File: src/rtl/core/vnh_pkg.sv
// Shared widths, constants and helpers for the value-noise height sampler.
package vnh_pkg;

  localparam int COORD_BITS = 10;
  localparam int FRAC_BITS  = 16;

  localparam int SEED_W   = 32;
  localparam int SCALE_W  = 17;
  localparam int HGT_W    = 8;
  localparam int OUT_W    = 24;
  localparam int CFG_W    = 32;
  localparam int CFG_IDX_W = 2;

  localparam int PX_W    = COORD_BITS + SCALE_W;
  localparam int CELL_W  = 32;
  localparam int WGT_W   = FRAC_BITS + 1;
  localparam int LATENCY = 11;

  localparam logic [CFG_IDX_W-1:0] REG_SEED  = CFG_IDX_W'(0);
  localparam logic [CFG_IDX_W-1:0] REG_SCALE = CFG_IDX_W'(1);
  localparam logic [CFG_IDX_W-1:0] REG_HGT   = CFG_IDX_W'(2);

  localparam logic [SEED_W-1:0]  SEED_RESET  = SEED_W'(42);
  localparam logic [SCALE_W-1:0] SCALE_RESET = SCALE_W'(3277);
  localparam logic [HGT_W-1:0]   HGT_RESET   = HGT_W'(35);

  localparam logic [31:0] HASH_C1 = 32'd374761393;
  localparam logic [31:0] HASH_C2 = 32'd668265263;
  localparam logic [31:0] HASH_C3 = 32'd1274126177;

  localparam logic [WGT_W-1:0] ONE_Q = WGT_W'(1) << FRAC_BITS;

  typedef logic [FRAC_BITS-1:0] frac_t;
  typedef logic [WGT_W-1:0]     wgt_t;
  typedef frac_t                corner_vec_t [4];

  function automatic logic [CELL_W-1:0] cell_of(input logic [PX_W-1:0] px);
    logic [63:0] w;
    w = 64'(px);
    return w[FRAC_BITS+CELL_W-1:FRAC_BITS];
  endfunction

  function automatic frac_t frac_of(input logic [PX_W-1:0] px);
    logic [63:0] w;
    w = 64'(px);
    return w[FRAC_BITS-1:0];
  endfunction

endpackage

File: src/rtl/core/vnh_blend.sv
// Bilinear blend of corner values and scaling by the height multiplier.
module vnh_blend (
  input  logic                       clk,
  input  logic                       rst_n,
  input  logic                       vld_i,
  input  vnh_pkg::corner_vec_t       val_i,
  input  vnh_pkg::wgt_t              sx_i,
  input  vnh_pkg::wgt_t              omx_i,
  input  vnh_pkg::wgt_t              sz_i,
  input  vnh_pkg::wgt_t              omz_i,
  input  logic [vnh_pkg::HGT_W-1:0]  max_height_i,
  output logic                       vld_o,
  output logic [vnh_pkg::OUT_W-1:0]  height_o
);
  import vnh_pkg::*;

  localparam int P_W  = FRAC_BITS + WGT_W;
  localparam int Q_W  = 2 * WGT_W;
  localparam int HP_W = WGT_W + HGT_W;

  logic [P_W-1:0] p_r [4];
  wgt_t           top_r, bot_r, n_r;
  wgt_t           top_nxt, bot_nxt, n_nxt;
  logic [Q_W-1:0] q0_r, q1_r;
  wgt_t           sz_d_r, omz_d_r, sz_d2_r, omz_d2_r;
  logic [OUT_W-1:0] height_r, height_nxt;
  logic [4:0]     vld_r;

  always_comb begin
    logic [P_W:0]   st, sb;
    logic [Q_W:0]   sn;
    logic [HP_W-1:0] hp;
    st = (P_W+1)'(p_r[0]) + (P_W+1)'(p_r[1]);
    sb = (P_W+1)'(p_r[2]) + (P_W+1)'(p_r[3]);
    top_nxt = WGT_W'(st >> FRAC_BITS);
    bot_nxt = WGT_W'(sb >> FRAC_BITS);
    sn = (Q_W+1)'(q0_r) + (Q_W+1)'(q1_r);
    n_nxt = WGT_W'(sn >> FRAC_BITS);
    hp = HP_W'(n_r) * HP_W'(max_height_i);
    height_nxt = OUT_W'(hp);
  end

  always_ff @(posedge clk) begin
    p_r[0]   <= P_W'(val_i[0]) * P_W'(omx_i);
    p_r[1]   <= P_W'(val_i[1]) * P_W'(sx_i);
    p_r[2]   <= P_W'(val_i[2]) * P_W'(omx_i);
    p_r[3]   <= P_W'(val_i[3]) * P_W'(sx_i);
    sz_d_r   <= sz_i;
    omz_d_r  <= omz_i;
    sz_d2_r  <= sz_d_r;
    omz_d2_r <= omz_d_r;
    top_r    <= top_nxt;
    bot_r    <= bot_nxt;
    q0_r     <= Q_W'(top_r) * Q_W'(omz_d2_r);
    q1_r     <= Q_W'(bot_r) * Q_W'(sz_d2_r);
    n_r      <= n_nxt;
    height_r <= height_nxt;
  end

  always_ff @(posedge clk) begin
    if (!rst_n) begin
      vld_r <= '0;
    end else begin
      vld_r <= {vld_r[3:0], vld_i};
    end
  end

  assign vld_o    = vld_r[4];
  assign height_o = height_r;

endmodule

File: config.mk
export PLATFORM = sky130hd
export DESIGN_NAME = vnh_blend
export DESIGN_NICKNAME = d
export VERILOG_FILES = /design/src/rtl/core/vnh_pkg.sv /design/src/rtl/core/vnh_blend.sv
export SDC_FILE = /design/constraint.sdc
export NUM_CORES = 2
export LEC_CHECK = 0
export ABC_AREA = 1
export BUFFER_PORTS_ARGS = -buffer_cell sky130_fd_sc_hd__buf_2
export CAP_MARGIN = 10
export CORE_AREA = 2 2 413 415
export DETAILED_ROUTE_END_ITERATION = 10
export DIE_AREA = 0 0 415 417
export PLACE_DENSITY = 0.59
export RECOVER_POWER = 25
export SKIP_LAST_GASP = 1
export SYNTH_ARGS = -nofsm -noshare
export SYNTH_HDL_FRONTEND = slang
export SYNTH_SLANG_ARGS = --single-unit
export TNS_END_PERCENT = 30
File: constraint.sdc
create_clock -name clk -period 12.25 [get_ports clk]
set_input_delay 2.45 -clock clk [delete_from_list [all_inputs] [get_ports clk]]
set_output_delay 2.45 -clock clk [all_outputs]
set_load 0.01 [all_outputs]
======== Word level (Yosys, flattened, before mapping) ========
Memory sizes are Yosys's and may differ from the RTL's.
Cells that the tools add are included.
storage, ports and cells
  register bits ........................... 214
  bits in latches ......................... 0
  bits in writable memories ............... 132
  memory bits (read-only) ................. 0
  output and inout bits ................... 25
  word-level logic and storage cells ...... 22
  memories ................................ 1
memory list
  name  words  bits a word  rd ports  clocked after memory_dff  write ports  line             RTL
  p_r   4      33           4         0                         4            vnh_blend.sv:21  logic [P_W-1:0] p_r [4];
cells by class
  add/sub/neg operators ................... 3
  multiply operators ...................... 7
  div/mod/pow operators ................... 0
  $lt $le $gt $ge ......................... 0
  equality and inequality tests ........... 0
  shift operators ......................... 0
  multiplexer cells ....................... 0
  bitwise logic cells ..................... 0
  reduce and logical (&&, ||, !) cells .... 0
operators with widths
  operator        count
  $mul 16x17->33  4
  $add 33x33->33  3
  $mul 17x17->33  2
  $mul 17x8->24   1

======== Depth between registers and ports, before layout ========
  depth in word-level cells ............... 1
  mapped depth ............................ 27

======== Worst setup path after synthesis ========
No wires, ideal clock.
  kind .................................... input port to flip-flop
  start point ............................. input val_i[17] in the netlist's numbering
  end point ............................... memory p_r[2][32] in the netlist's numbering
  library setup time ...................... 112 ps
  arrival time ............................ 7327 ps
  required time ........................... 12138 ps
  path slack .............................. 4811 ps
  stages .................................. 23
  path buffers ............................ 2
  path through ............................ clkbuf_1 clkbuf_1 nand2_1 fa_1 fa_1 inv_1 fa_1 inv_1 fa_1 inv_1 fa_1 inv_1 fa_1 inv_1 ha_1 a21oi_1 o21ai_0 a21oi_1 nand2_2 nand2_1 nand2_1 nand2_1 nand2_1
RTL lines
  element             line             RTL
  start: declaration  vnh_blend.sv:6   input vnh_pkg::corner_vec_t val_i,
  end: declaration    vnh_blend.sv:21

==> summary.md <==
| Metric | Value |
|---|---|
| Outcome | `finished clean` |
| Top FF cell, synth | `dfxtp_1` |
| Tcrit/Tclk final | `0.6182` |
| Worst Setup Slack post-DPL | `4105 ps` |
| Final-stage net count | `12.33k` |
| Seq/Total Area, Yosys | `0.09162` |
| Ys async rst share | `0` |
| CP Class | `in -> reg` |
| Routed Antenna Nets | `0` |
| Fin. max-slew vios | `0` |
| Most frequent cells in the layout | `nand2_1, inv_1, fa_1` |
| Clock Tree Buf Depth | `3` |
| RSZ-0062 raised after global routing | `false` |
| TritonCTS clock tree | `done` |
| CTS clk-pin slew, worst paths | `70 ps` |
| Num ports | `168` |
| Synth Cell Area | `75600 sq um` |
| MaxCap Viol Count | `0` |
| Tmin final | `7573 ps` |
| Floorplan core area | `168500 sq um` |
| Min-delay worst type | `reg -> reg` |
| Worst-margin pin slew | `1218 ps` |
| Crit path max fanout | `32` |
| Gpl congestion | `0.9294` |
| Drt wl/cell | `17.00 um` |
| Hpwl dp | `172.4 mm` |
| Largest net degree at the start of global routing | `33` |
| Final WL | `209.3 mm` |
| Setup crit start kind | `input pin` |
| Crit. End Element | `flop` |
| Vias in the first global route | `65.47k` |
| Clk root buf | `clkbuf_16` |
| GRT Residual Overflow | `0` |
| Post-Syn Instances | `10.22k` |
| Number of flops mapped to enable cells by yosys | `0` |
| Synth unique cells | `41` |
| Hold-fix buffers at CTS | `0` |
| Fin util | `0.4717` |
| First-pass GRT wire length | `345.1 mm` |
| Synth Net Count | `12.49k` |
| Vias per cell | `4.942` |
| Initial antenna violation count | `11` |
| Layout cells sized above 1 | `0.03824` |
| # setup viols final | `0` |
| Post-CTS setup buffer count | `0` |
| Synth Warn # | `0` |
| Filler cell count | `17.08k` |
| Starting DRT DRC Count | `3612` |
| Synth-to-Final Area Change | `5.139%` |
| Worst EP arrival | `8080 ps` |
| Post-DP Area | `77900 sq um` |
| Non-Filler Cell Area, Final | `79490 sq um` |
| Fmax | `132.0 MHz` |
| Final Hold Viols | `0` |
| Gr usage total | `0.2487` |
| IO buf count | `167` |
| Die area | `173100 sq um` |
| CP required | `12750 ps` |
| Setup TNS Final | `0 ps` |
| Standard-cell rows | `151` |
| CTS Buf Count | `46` |
| H-tree lvl count | `2` |
| Drt drc | `0` |
| Syn avg cell area | `7.400 sq um` |
| Commonest non-fill, non-tap cell in the layout | `nand2_1` |
| Worst clock skew | `38.80 ps` |
| Routed vias | `60.86k` |
| CTS resizes | `0` |
| Normalized max-slew margin | `0.1868` |
| Clk sink count | `346` |
| Starting density of the core | `0.4486` |
| Synthesis-stage register bit count | `346` |
| Chip width | `415 um` |
| Post-route setup slack | `4677 ps` |
| Die height | `417 um` |
| Clk_lat worst skew | `650 ps` |
| 1st-pass router iterations | `6` |
==> state kept, by name (all words and copies together), names as in the netlist, 24 cells and up <==
register  cells
p_r         132
q1_r         33
height_o     24
q0_r         33
==> through the flow <==
stage,cells,hold WS [ps]
after floorplan,10220,309.6
after global placement,12230,311.5
after detailed placement,12230,312.1
after CTS,12310,318.9
after global routing,12310,328.0
final,12320,318.1
==> critical path, stage by stage <==
cell,delay [ps]
buf_2,660
nand2_1,200
fa_1,580
inv_1,60
fa_1,510
inv_1,60
fa_1,530
inv_1,70
fa_1,450
fa_1,490
inv_1,50
fa_1,470
inv_1,40
ha_1,390
nand2_1,150
nor2_2,200
inv_2,70
nor2_1,150
nor2_1,50
nand2_1,130
xor2_1,320
==> path summary, 6_finish.rpt <==
check / from / endpoint / slack (ps) / depth (start not counted)
max: sx_i[7] / p_r[1][17] / 4680 / 21
min: omz_d_r[10] / omz_d2_r[10] / 320 / 0
max reg2reg: top_r[7] / q0_r[32] / 6190 / 20
min reg2reg: omz_d_r[10] / omz_d2_r[10] / 320 / 0
==> kinds of logic (layout without fill, tap and decap cells) <==
logic type | after synthesis | in the layout | synth area share
xor gates and xnor gates | 156 | 156 | 0.01807
buffers and inverters | 3186 | 3063 | 0.1583
and+or+nand+nor | 3809 | 3809 | 0.2019
AOI/OAI and AO/OA | 588 | 588 | 0.04174
adders and majority gates | 2131 | 2131 | 0.4884
DFF | 346 | 346 | 0.09162
other | 0 | 5 | 0
==> cells in the mapped netlist (19+ instances only) <==
master	number	area share
nand4_1	56	0.0046
nor3_1	62	0.0041
nand2_2	39	0.0032
o21bai_1	22	0.0022
nand2_1	2962	0.15
ha_1	764	0.13
inv_1	2775	0.14
clkbuf_1	395	0.020
dfxtp_1	346	0.092
xor2_1	130	0.015
o21a_1	19	0.0019
a21oi_1	320	0.021
nor2_2	28	0.0023
o21ai_0	182	0.012
nor2_1	352	0.017
fa_1	1367	0.36
nand3_1	242	0.016
xnor2_1	26	0.0030
==> layer usage <==
layer / vias to the layer above / GRT usage / part of all wire
li1: 29140 / - / -
met1: 29910 / 0.3078 / 0.41
met2: 1492 / 0.4575 / 0.51
met3: 313 / 0.02720 / 0.048
met4: 12 / 0.06625 / 0.026
met5: - / 0 / 0.00039
==> area by class of cell <==
type / instances / area, sq um / share of cell area
repair buffers: 193 / 1026 / 0.01291
well taps: 2218 / 2775 / 0.03491
multi-input cells: 6684 / 56710 / 0.7135
flip-flops and latches: 346 / 6927 / 0.08714
clock inverters: 30 / 356.6 / 0.004486
clock buffers: 53 / 1217 / 0.01532
inverters: 2787 / 10460 / 0.1316
diodes: 5 / 12.51 / 0.0001574
Power is not shown: default switching activity piles up to over one toggle a cycle in this logic, so the estimate is an artifact.
