`config.mk`:
```
export PLATFORM = sky130hd
export DESIGN_NAME = vnh_ease
export DESIGN_NICKNAME = d
export VERILOG_FILES = /design/src/rtl/core/vnh_pkg.sv /design/src/rtl/core/vnh_ease.sv
export SDC_FILE = /design/constraint.sdc
export NUM_CORES = 2
export LEC_CHECK = 0
export ABC_CLOCK_PERIOD_IN_PS = 8500
export CORE_UTILIZATION = 50
export CTS_CLUSTER_DIAMETER = 80
export DETAILED_ROUTE_END_ITERATION = 6
export DONT_BUFFER_PORTS = 1
export GPL_ROUTABILITY_DRIVEN = 0
export PLACE_DENSITY = 0.64
export REMOVE_ABC_BUFFERS = 1
export SYNTH_ARGS = -nofsm -noshare
export SYNTH_HDL_FRONTEND = slang
export SYNTH_SLANG_ARGS = --single-unit
```
`constraint.sdc`:
```
create_clock -name clk -period 8.5 [get_ports clk]
set_input_delay 1.7 -clock clk [delete_from_list [all_inputs] [get_ports clk]]
set_output_delay 1.7 -clock clk [all_outputs]
set_load 0.01 [all_outputs]
```
`src/rtl/core/vnh_pkg.sv`:
```
// Shared widths, constants and helpers for the value-noise height sampler.
package vnh_pkg;

  localparam int COORD_BITS = 10;
  localparam int FRAC_BITS  = 16;

  localparam int SEED_W   = 32;
  localparam int SCALE_W  = 17;
  localparam int HGT_W    = 8;
  localparam int OUT_W    = 24;
  localparam int CFG_W    = 32;
  localparam int CFG_IDX_W = 2;

  localparam int PX_W    = COORD_BITS + SCALE_W;
  localparam int CELL_W  = 32;
  localparam int WGT_W   = FRAC_BITS + 1;
  localparam int LATENCY = 11;

  localparam logic [CFG_IDX_W-1:0] REG_SEED  = CFG_IDX_W'(0);
  localparam logic [CFG_IDX_W-1:0] REG_SCALE = CFG_IDX_W'(1);
  localparam logic [CFG_IDX_W-1:0] REG_HGT   = CFG_IDX_W'(2);

  localparam logic [SEED_W-1:0]  SEED_RESET  = SEED_W'(42);
  localparam logic [SCALE_W-1:0] SCALE_RESET = SCALE_W'(3277);
  localparam logic [HGT_W-1:0]   HGT_RESET   = HGT_W'(35);

  localparam logic [31:0] HASH_C1 = 32'd374761393;
  localparam logic [31:0] HASH_C2 = 32'd668265263;
  localparam logic [31:0] HASH_C3 = 32'd1274126177;

  localparam logic [WGT_W-1:0] ONE_Q = WGT_W'(1) << FRAC_BITS;

  typedef logic [FRAC_BITS-1:0] frac_t;
  typedef logic [WGT_W-1:0]     wgt_t;
  typedef frac_t                corner_vec_t [4];

  function automatic logic [CELL_W-1:0] cell_of(input logic [PX_W-1:0] px);
    logic [63:0] w;
    w = 64'(px);
    return w[FRAC_BITS+CELL_W-1:FRAC_BITS];
  endfunction

  function automatic frac_t frac_of(input logic [PX_W-1:0] px);
    logic [63:0] w;
    w = 64'(px);
    return w[FRAC_BITS-1:0];
  endfunction

endpackage

```
`src/rtl/core/vnh_ease.sv`:
```
// Smoothstep easing of the two cell fractions, aligned to the hash output.
module vnh_ease (
  input  logic           clk,
  input  vnh_pkg::frac_t fx_i,
  input  vnh_pkg::frac_t fz_i,
  output vnh_pkg::wgt_t  sx_o,
  output vnh_pkg::wgt_t  omx_o,
  output vnh_pkg::wgt_t  sz_o,
  output vnh_pkg::wgt_t  omz_o
);
  import vnh_pkg::*;

  localparam int K_W  = FRAC_BITS + 2;
  localparam int SP_W = FRAC_BITS + K_W;

  frac_t fx_r, fz_r, fx2_r, fz2_r;
  frac_t fx2_nxt, fz2_nxt;
  wgt_t  sx_r, sz_r, sx_d_r, sz_d_r, sx_d2_r, sz_d2_r, omx_r, omz_r;
  wgt_t  sx_nxt, sz_nxt;

  function automatic frac_t sq(input frac_t f);
    logic [2*FRAC_BITS-1:0] p;
    p = (2*FRAC_BITS)'(f) * (2*FRAC_BITS)'(f);
    return p[2*FRAC_BITS-1:FRAC_BITS];
  endfunction

  function automatic wgt_t blend(input frac_t f, input frac_t f2);
    logic [K_W-1:0]  k;
    logic [SP_W-1:0] p;
    k = (K_W'(3) << FRAC_BITS) - (K_W'(f) << 1);
    p = SP_W'(f2) * SP_W'(k);
    return WGT_W'(p >> FRAC_BITS);
  endfunction

  always_comb begin
    fx2_nxt = sq(fx_i);
    fz2_nxt = sq(fz_i);
    sx_nxt  = blend(fx_r, fx2_r);
    sz_nxt  = blend(fz_r, fz2_r);
  end

  always_ff @(posedge clk) begin
    fx_r    <= fx_i;
    fz_r    <= fz_i;
    fx2_r   <= fx2_nxt;
    fz2_r   <= fz2_nxt;
    sx_r    <= sx_nxt;
    sz_r    <= sz_nxt;
    sx_d_r  <= sx_r;
    sz_d_r  <= sz_r;
    sx_d2_r <= sx_d_r;
    sz_d2_r <= sz_d_r;
    omx_r   <= ONE_Q - sx_d_r;
    omz_r   <= ONE_Q - sz_d_r;
  end

  assign sx_o  = sx_d2_r;
  assign sz_o  = sz_d2_r;
  assign omx_o = omx_r;
  assign omz_o = omz_r;

endmodule

```
Yosys cells after proc, flatten, opt, wreduce, memory -nomap -nowiden --
Index checks and enable logic that the tools add are counted.
Storage, ports and cells: bits in registers 200, bits of input ports 33, output and inout port bits 68, logic and storage cells 20
Cells by class: $add $sub $neg 4, $mul 4
Operators by type and width (count):
- 16-bit by 18-bit multiplier with 33-bit output | 2
- 16-bit by 16-bit multiplier with 32-bit output | 2
- 18-bit by 17-bit subtractor with 18-bit output (first input constant) | 2
- 17-bit subtractor (first input constant) | 2

Logic depth before layout (Yosys ltp) --
depth after elaboration 2, gate-level depth with buffers 29, gate-level depth less buffers 28

Worst setup path after synthesis --
OpenSTA, ideal clock, no wires.
path kind register to register, start point reg fz_r[0], end point reg sz_r[16], setup time 0.072 ns, data arrival time 7.412 ns, setup slack 1.016 ns, stages on the path, launching flop included 29, path buffers 1, period minus slack after synthesis 7.484 ns, cell sequence dfxtp_1 -> inv_1 -> ha_1 -> nand2_1 -> nor3_1 -> or4b_1 -> nor3_1 -> xnor2_1 -> clkbuf_1 -> nand2_1 -> fa_1 -> fa_1 -> inv_1 -> fa_1 -> fa_1 -> fa_1 -> inv_1 -> fa_1 -> inv_1 -> ha_1 -> a21o_1 -> a21o_1 -> a211oi_1 -> a21oi_1 -> or3_1 -> a31oi_1 -> a21oi_1 -> a21oi_1 -> xnor2_1
On the way: word-level cells in the longest chain between the ends 2
RTL lines:
- start, declared | line vnh_ease.sv:16 | frac_t fx_r, fz_r, fx2_r, fz2_r;
- start signal, assigned | line vnh_ease.sv:44 | fz_r <= fz_i;
- 18-bit by 17-bit subtractor with 18-bit output | line vnh_ease.sv:30 | k = (K_W'(3) << FRAC_BITS) - (K_W'(f) << 1);
- 16-bit by 18-bit multiplier with 33-bit output | line vnh_ease.sv:31 | p = SP_W'(f2) * SP_W'(k);
- net sz_nxt[16] | line vnh_ease.sv:19 | wgt_t sx_nxt, sz_nxt;
- end signal, assigned | line vnh_ease.sv:48 | sz_r <= sz_nxt;
- end, declared | line vnh_ease.sv:18 | wgt_t sx_r, sz_r, sx_d_r, sz_d_r, sx_d2_r, sz_d2_r, omx_r, omz_r;
The timed path passes the listed nets, and every way through them passes these cells.

Final worst setup path --
start point reg fx_r[2], end point reg sx_r[12]
On the way: word-level cells in the longest chain between the ends 2
RTL lines:
- start, declared | line vnh_ease.sv:16
- start signal, assigned | line vnh_ease.sv:43 | fx_r <= fx_i;
- 18-bit by 17-bit subtractor with 18-bit output | line vnh_ease.sv:30
- 16-bit by 18-bit multiplier with 33-bit output | line vnh_ease.sv:31
- net sx_nxt[12] | line vnh_ease.sv:19
- end signal, assigned | line vnh_ease.sv:47 | sx_r <= sx_nxt;
- end, declared | line vnh_ease.sv:18
The timed path passes the listed nets, and every way through them passes these cells.

==> impl_metrics.env <==
export IMPL_fin_hold_ws_ns=0.327
export IMPL_setup_tns_final_ns=0
export IMPL_crit_buf_inv=5
export IMPL_rr_worst_depth=26
export IMPL_routed_via_density=5.06
export IMPL_grt_pass1_wl_um=131000
export IMPL_async_flop_share_pct=0
export IMPL_end_kind="flop"
export IMPL_timing_rr_start="fx_r[2]"
export IMPL_ios=101
export IMPL_num_vias=23600
export IMPL_ys_seq_area_share_pct=11.2
export IMPL_postRouteAntennaNets=0
export IMPL_status="completed"
export IMPL_yosys_area_top_type="fa_1"
export IMPL_min_period_over_period_pct=93.1
export IMPL_layout_nets=4884
export IMPL_cts_hold_buffers_added=0
export IMPL_layout_drive_gt1_share_pct=2.28
export IMPL_fillers=6513
export IMPL_cts_reportedPaths_clkPinSlew_ns=0.08
export IMPL_h_tree_depth=4
export IMPL_ys_warnings_count=0
export IMPL_rsz0062_at_grt="no"
export IMPL_area_growth_pct=4.62
export IMPL_dieArea_sq_um=71900
export IMPL_arrival_ns=8.27
export IMPL_grt_max_degree=23
export IMPL_start_util_pct=50.6
export IMPL_fin_util_pct=52.9
export IMPL_finalClockSkew_ns=0.0144
export IMPL_dr_pass1_iters=5
export IMPL_cts_tree="built"
export IMPL_whs_endpoint="sz_d_r[3]"
export IMPL_hold_path_class="reg2reg"
export IMPL_io_buffers=0
export IMPL_clock_sinks=198
export IMPL_synthTopCellsByArea="fa_1 (42%), ha_1 (14%), dfxtp_1 (11%), inv_1 (10%), and2_1 (5.8%)"
export IMPL_cts_root_buf="clkbuf_16"
export IMPL_coreArea_sq_um=70000
export IMPL_clk_path_buf_depth=2
export IMPL_slew_viol_final=0
export IMPL_crit_type="reg2reg"
export IMPL_cts_setup_buffers=0
export IMPL_worstMarginPinSlew_ns=1.14
export IMPL_cap_violations=0
export IMPL_antenna_found_initial=0
export IMPL_synth_most_common_cell="inv_1"
export IMPL_synthFlopType="dfxtp_1"
export IMPL_fin_area_sq_um=37000
export IMPL_diodes=0
export IMPL_finalSetupViolCount=0
export IMPL_drt_total_wl_um=79200
export IMPL_crit_top_cell="fa_1"
export IMPL_first_global_vias=25100
export IMPL_cts_resized=0
export IMPL_startpoint_type="flop"
export IMPL_dr_first_iter_drc_count=1229
export IMPL_synth_cell_type_count=64
export IMPL_die_h_um=268
export IMPL_cp_max_fo=13
export IMPL_multi_input_area_sq_um=27400
export IMPL_whs_path_depth=0
export IMPL_relSlewSlack_pct=23.1
export IMPL_num_rows=97
export IMPL_yosys_register_bits=198
export IMPL_synthCells=3774
export IMPL_synth_edf_count=0
export IMPL_critPathRequiredTime_ns=8.86
export IMPL_synth_common_cells="inv_1 (972), fa_1 (741), nand2_1 (439)"
export IMPL_cts_made_buffers=17
export IMPL_netlist_area_sq_um=35400
export IMPL_route_detailed_drc=0
export IMPL_period_minus_slack_ns=7.91
export IMPL_max_freq_mhz=126
export IMPL_insertion_delay_ns=0.48
export IMPL_ff_latch_area_sq_um=3960
export IMPL_grt_overflow_total=0
export IMPL_grtUsageTotal_pct=23.4
export IMPL_slowest_delay_ns=0.57
export IMPL_critPathTopFamily="adder cells"
export IMPL_min_from="sz_r[3]"
export IMPL_placement_cell_area_sq_um=36400
export IMPL_syn_avg_cell_area_sq_um=9.38
export IMPL_dieWidth_um=268
export IMPL_hpwl_um=63600
export IMPL_crit_slowest_cell="xor2_1"
export IMPL_yosysTopAreaCellShare_pct=41.9
export IMPL_r2r_slack_ns=0.59
export IMPL_rr_endpoint="sx_r[12]"
export IMPL_wl_per_cell_um=17.0
export IMPL_hold_viol=0
-- registers in the layout (all words and copies together) (netlist names), 17 cells and up --
name    cells
sx_o       17
sz_o       17
sx_r       17
sx_d_r     17
sz_d_r     17
sz_r       17
-- per-stage QoR --
stage | setup slack (ns) | instances
floorplan | 1.01 | 3663
global placement | 0.754 | 4635
detailed placement | 0.605 | 4635
CTS | 0.561 | 4667
finish | 0.585 | 4667
global route | 0.0280 | 4667
-- layout make-up --
type	instances	share of cell area, %
multi-input combinational	2493	73.9
sequential	198	10.7
inverter	972	9.85
tap	940	3.18
clock buffer	17	1.15
timing repair buffer	32	0.649
clock inverter	15	0.588
-- layout by cell type (no fill, tap or decap), types with 24 or more instances in the layout --
| cell type | count |
|---|---|
| and3_1 | 24 |
| nand2_1 | 439 |
| fa_1 | 741 |
| inv_1 | 972 |
| xor2_1 | 50 |
| and2_1 | 331 |
| nor2_1 | 95 |
| dfxtp_1 | 198 |
| nor3_1 | 32 |
| ha_1 | 396 |
| a21o_1 | 31 |
| xnor2_1 | 90 |
| o21ai_0 | 31 |
| a21oi_1 | 51 |
| buf_4 | 32 |
-- worst max path at each step --
stage	from	to	cells past startpoint	slack (ns)
final	fx_r[2]	sx_r[12]	26	0.59
after global routing	fx_r[2]	sx_r[12]	26	0.03
after CTS	fx_r[2]	sx_r[12]	26	0.56
after detailed placement	fz_r[1]	sz_r[16]	27	0.61
after global placement	fz_r[0]	sz_r[16]	25	0.75
after floorplan	fz_r[0]	sz_r[16]	27	1.01
-- per-layer routing --
layer  global-route usage [%]  up-vias  share of wire [%]
met5                        0        -                  0
met3                     2.31      109                4.3
met2                     38.6      545                 48
met1                     32.7    12000                 46
met4                     6.59        0                2.1
li1                         -    11000                  -
-- cell families (layout without fill, tap and decap cells) --
| kind of cell | after synthesis | in the layout | synth area share, % |
|---|---|---|---|
| xor gates and xnor gates | 140 | 140 | 3.46 |
| muxes | 2 | 2 | 0.0636 |
| and+or+nand+nor | 1012 | 1012 | 14.0 |
| DFF | 198 | 198 | 11.2 |
| buffers and inverters | 1083 | 1036 | 11.5 |
| adders and majority gates | 1137 | 1137 | 55.9 |
| AOI/OAI and AO/OA | 202 | 202 | 3.88 |
Power is not shown: default switching activity piles up to over one toggle a cycle in this logic, so the estimate is an artifact.
